===== src/rtl/core/sdos_pkg.sv =====
// ----------------------------------------------------------------------------
// sdos_pkg
// Shared types and the ordering function for the stable depth-order sorter.
// ----------------------------------------------------------------------------
package sdos_pkg;

    localparam int DEPTH_W  = 16;
    localparam int STAMP_W  = 32;
    localparam int HANDLE_W = 16;

    typedef struct packed {
        logic signed [DEPTH_W-1:0]  depth;
        logic        [STAMP_W-1:0]  stamp;
        logic        [HANDLE_W-1:0] handle;
    } t_entry;

    // Neighbor view of one cell: its content, whether it holds an entry, and
    // whether the incoming entry sorts strictly before it.
    typedef struct packed {
        t_entry entry;
        logic   valid;
        logic   less;
    } t_link;

    // Per-cycle chain commands.
    typedef struct packed {
        logic insert;  // place the incoming entry this cycle
        logic shift;   // advance every cell one step toward cell 0
    } t_cell_ctl;

    // True when a sorts strictly before b: depth first, then stamp.
    function automatic logic key_less(input t_entry a, input t_entry b);
        logic [DEPTH_W+STAMP_W-1:0] ka;
        logic [DEPTH_W+STAMP_W-1:0] kb;
        ka = {~a.depth[DEPTH_W-1], a.depth[DEPTH_W-2:0], a.stamp};
        kb = {~b.depth[DEPTH_W-1], b.depth[DEPTH_W-2:0], b.stamp};
        return ka < kb;
    endfunction

endpackage


===== src/rtl/core/sdos_cell.sv =====
// ----------------------------------------------------------------------------
// sdos_cell
// One slot of the insertion chain: holds an entry, takes the incoming entry,
// its lower neighbor's entry, or its upper neighbor's entry on drain.
// ----------------------------------------------------------------------------
module sdos_cell
    import sdos_pkg::*;
(
    input  logic      i_clk,
    input  logic      i_rst_n,
    input  t_cell_ctl i_ctl,
    input  t_entry    i_new,
    input  t_link     i_prev,
    input  t_link     i_next,
    output t_link     o_link
);

    t_entry r_entry;
    t_entry n_entry;
    logic   r_valid;
    logic   n_valid;
    logic   less;
    logic   take_prev;
    logic   take_new;

    assign less = r_valid && key_less(i_new, r_entry);

    // Shift up from below when the new entry lands under us; land it here when
    // this is the first slot it sorts before (or the first free slot).
    assign take_prev = i_ctl.insert && i_prev.less;
    assign take_new  = i_ctl.insert && !i_prev.less && i_prev.valid && (less || !r_valid);

    always_comb begin
        n_entry = r_entry;
        n_valid = r_valid;
        if (i_ctl.shift) begin
            n_entry = i_next.entry;
            n_valid = i_next.valid;
        end else if (take_prev) begin
            n_entry = i_prev.entry;
            n_valid = 1'b1;
        end else if (take_new) begin
            n_entry = i_new;
            n_valid = 1'b1;
        end
    end

    always_ff @(posedge i_clk) begin
        if (!i_rst_n) begin
            r_valid <= 1'b0;
        end else begin
            r_valid <= n_valid;
        end
    end

    always_ff @(posedge i_clk) begin
        r_entry <= n_entry;
    end

    assign o_link.entry = r_entry;
    assign o_link.valid = r_valid;
    assign o_link.less  = less;

endmodule


===== config.mk =====
export PLATFORM = sky130hd
export DESIGN_NAME = sdos_cell
export DESIGN_NICKNAME = d
export VERILOG_FILES = /design/src/rtl/core/sdos_pkg.sv /design/src/rtl/core/sdos_cell.sv
export SDC_FILE = /design/constraint.sdc
export NUM_CORES = 1
export LEC_CHECK = 0
export ABC_CLOCK_PERIOD_IN_PS = 12300
export BUFFER_PORTS_ARGS = -buffer_cell sky130_fd_sc_hd__clkbuf_2
export CELL_PAD_IN_SITES_DETAIL_PLACEMENT = 0
export CELL_PAD_IN_SITES_GLOBAL_PLACEMENT = 2
export CORE_MARGIN = 3
export CORE_UTILIZATION = 26
export DETAILED_ROUTE_END_ITERATION = 12
export HOLD_SLACK_MARGIN = 0.12
export PLACE_DENSITY_LB_ADDON = 0.25
export SYNTH_ARGS = -nofsm -noshare
export SYNTH_HDL_FRONTEND = slang
export SYNTH_SLANG_ARGS = --single-unit

===== constraint.sdc =====
create_clock -name i_clk -period 12.3 [get_ports i_clk]
set_clock_uncertainty 0.1 [all_clocks]
set_input_delay 0.615 -clock i_clk [delete_from_list [all_inputs] [get_ports i_clk]]
set_output_delay 0.615 -clock i_clk [all_outputs]
set_load 0.02 [all_outputs]

==> key figures <==
Status
  – Status: complete, no violations

STA
  – Post-route setup TNS: 0 ps
  – Actual slew at the worst max-slew pin: 1186 ps
  – Final min period: 3605 ps
  – Part of the cycle the worst path needs: 29.31%
  – RSZ-0062 raised after global routing: false
  – Final Worst Setup Slack: 8695 ps
  – Fin. max-slew vios: 0
  – Final Hold Vio Count: 0
  – Max Clock Freq: 277.4 MHz
  – Rel. slew slack: 20.86%
  – Final hold slack: 427.4 ps
  – Endpoints failing setup: 0

Routing
  – DRT Wirelength: 14000 um
  – DR iter-0 viols: 137
  – Detailed-route vias per instance: 4.463
  – Initial DRT Pass Iterations: 4
  – Post-route ant nets: 0
  – DRC errors left: 0
  – Via count: 4164
  – Drt wl/cell: 15.01 um

Final layout
  – Fill count: 1758
  – Multi-input logic area: 2285 sq um
  – Area Overhead vs Synth: 40.23%
  – Commonest cells after routing, fill and taps aside: clkbuf_2 (263), nand2_1 (78), o21ai_0 (70)
  – Reg area: 1942 sq um
  – Layout cells sized above 1: 39.97%
  – Ant. Diodes: 0
  – Most common cell after layout, fill and taps aside: clkbuf_2
  – Nets: 955

Yosys
  – Post-Synthesis Cell Area: 4491 sq um
  – Post-synthesis register bit count: 65
  – Cell taking the most area after synthesis: edfxtp_1
  – Syn_nets: 701
  – Async set or reset register ratio after synthesis: 0%
  – Ranking of synthesized cells by area: edfxtp_1 (43%), mux2i_1 (14%), ha_1 (13%)
  – Post-synth EDFFs: 64
  – Area share of the largest cell type after synthesis: 42.80%
  – Synth unique cells: 35
  – Post-synth top flop: edfxtp_1
  – Cell count after synthesis: 454
  – Mapped Avg Cell Area: 9.891 sq um
  – Fraction of the yosys area taken by sequential cells: 43.24%
  – Number of synthesis warnings: 0

Critical path
  – Setup CP Type: input pin to flop
  – Type of origin of the critical path: input pin
  – Critical Path Sink Type: flop
  – Critical path data arrival time: 3470 ps
  – Worst path required time: 12160 ps
  – CP Max Fanout: 38

Placed design
  – Final Wtd Congestion: 0.8417
  – # port buffers: 264
  – Post-Place Worst Slack: 8203 ps
  – Post-DP HPWL: 11190 um

Hold path
  – Hold crit path type: flop to flop

Global route
  – Gr usage total: 14.44%
  – First-pass GRT wire length: 20760 um
  – Vias in the first global route: 4147
  – Initial antenna violation count: 0
  – Total grt overflow: 0
  – Largest net degree at the start of global routing: 132

Pwr
  – Pleak: 3.420 nW
  – Pwr/cell area: 114.9 nW/um^2
  – VDD IR max: 0.00006255 V

Floorplan
  – Starting Density: 26.79%
  – Core area: 16760 sq um
  – Die area: 18880 sq um
  – I/O pin count: 266
  – Core Rows: 47
  – Die Y: 137.4 um
  – Die Wd: 137.4 um

Clock network
  – Post-CTS setup buffer count: 0
  – Hold_buf cts: 0
  – CTS H-tree lvls: 3
  – PostCTS Resize Cnt: 0
  – CTS Sinks: 65
  – Clk_lat worst skew: 330 ps
  – Clk buf depth: 2
  – CTS buffer count: 9
  – Root buffer cell: clkbuf_16
  – CTS tree: done
  – Clk slew on worst S/H paths: 60 ps

Job
  – Max-cap violations: 0
per-layer routing:
metal / global-route usage (%) / vias to the layer above / part of all wire (%)
met3: 5.551 / 16 / 11
met2: 24.57 / 177 / 48
met4: 5.266 / 0 / 1.8
met5: 0 / - / 0
met1: 16.43 / 1830 / 40
li1: - / 2141 / -
through the flow:
stage	instances	total power, mW	area [sq um]	utilization [%]
after floorplan	454	0.4013	4491	-
after global placement	917	0.4828	6017	35.90
after detailed placement	917	0.4845	6017	35.90
after CTS	933	0.7390	6297	37.57
after global routing	933	0.7705	6297	37.57
final	933	0.7233	6297	37.57
registers in the layout, indices dropped and copies added (netlist names):
name	flops
r_valid	1
o_link	64
worst max-delay path, stage by stage:
cell and delay, ps:
clkbuf_2 110, ha_1 280, o21ai_0 140, a21oi_1 50, o311ai_0 400, o2111ai_1 220, a41o_1 280, a21oi_4 720
buf_4 590
synthesized netlist by cell type, types with 2 or more instances:
master	count
a21o_1	5
a21oi_1	17
a21oi_2	2
buf_2	7
buf_4	2
clkbuf_1	13
edfxtp_1	64
ha_1	47
inv_1	49
mux2i_1	64
nand2_1	79
nand4_1	3
nor2_1	7
nor4_1	3
o21a_1	2
o21ai_0	70
o21ai_1	2
final cells by class:
cell class                      instances  area share, %
Timing Repair Buffer                  265          21.14
Clock inverter                          4         0.6954
Tap cell                              220          4.371
Clock buffer                           12          3.755
Multi-Input combinational cell        318          36.28
Sequential cell                        65          30.84
Inverter                               49          2.921
power by group:
group / leakage, nW / switching, mW / internal [mW]
Combinational: 2.62 / 0.113 / 0.0792
Sequential: 0.663 / 0.00999 / 0.273
Clock: 0.138 / 0.0922 / 0.156
logic make-up after synthesis:
kind of cell               synth area share (%)
AOI/OAI and AO/OA                         14.66
and+or+nand+nor                           8.442
buffers and inverters                     6.297
DFF                                       43.24
muxes                                     14.27
adders and majority gates                 13.10
path summary, 6_finish.rpt:
check,depth (start not counted),end,startpoint,slack [ps]
worst max register to register,9,o_link[25],o_link[19],8710
worst max-delay path,9,o_link[25],i_new[17],8700
worst min register to register,2,r_valid,r_valid,430
worst min-delay path,2,r_valid,r_valid,430
No activity file was read; power rests on OpenSTA's default activity.
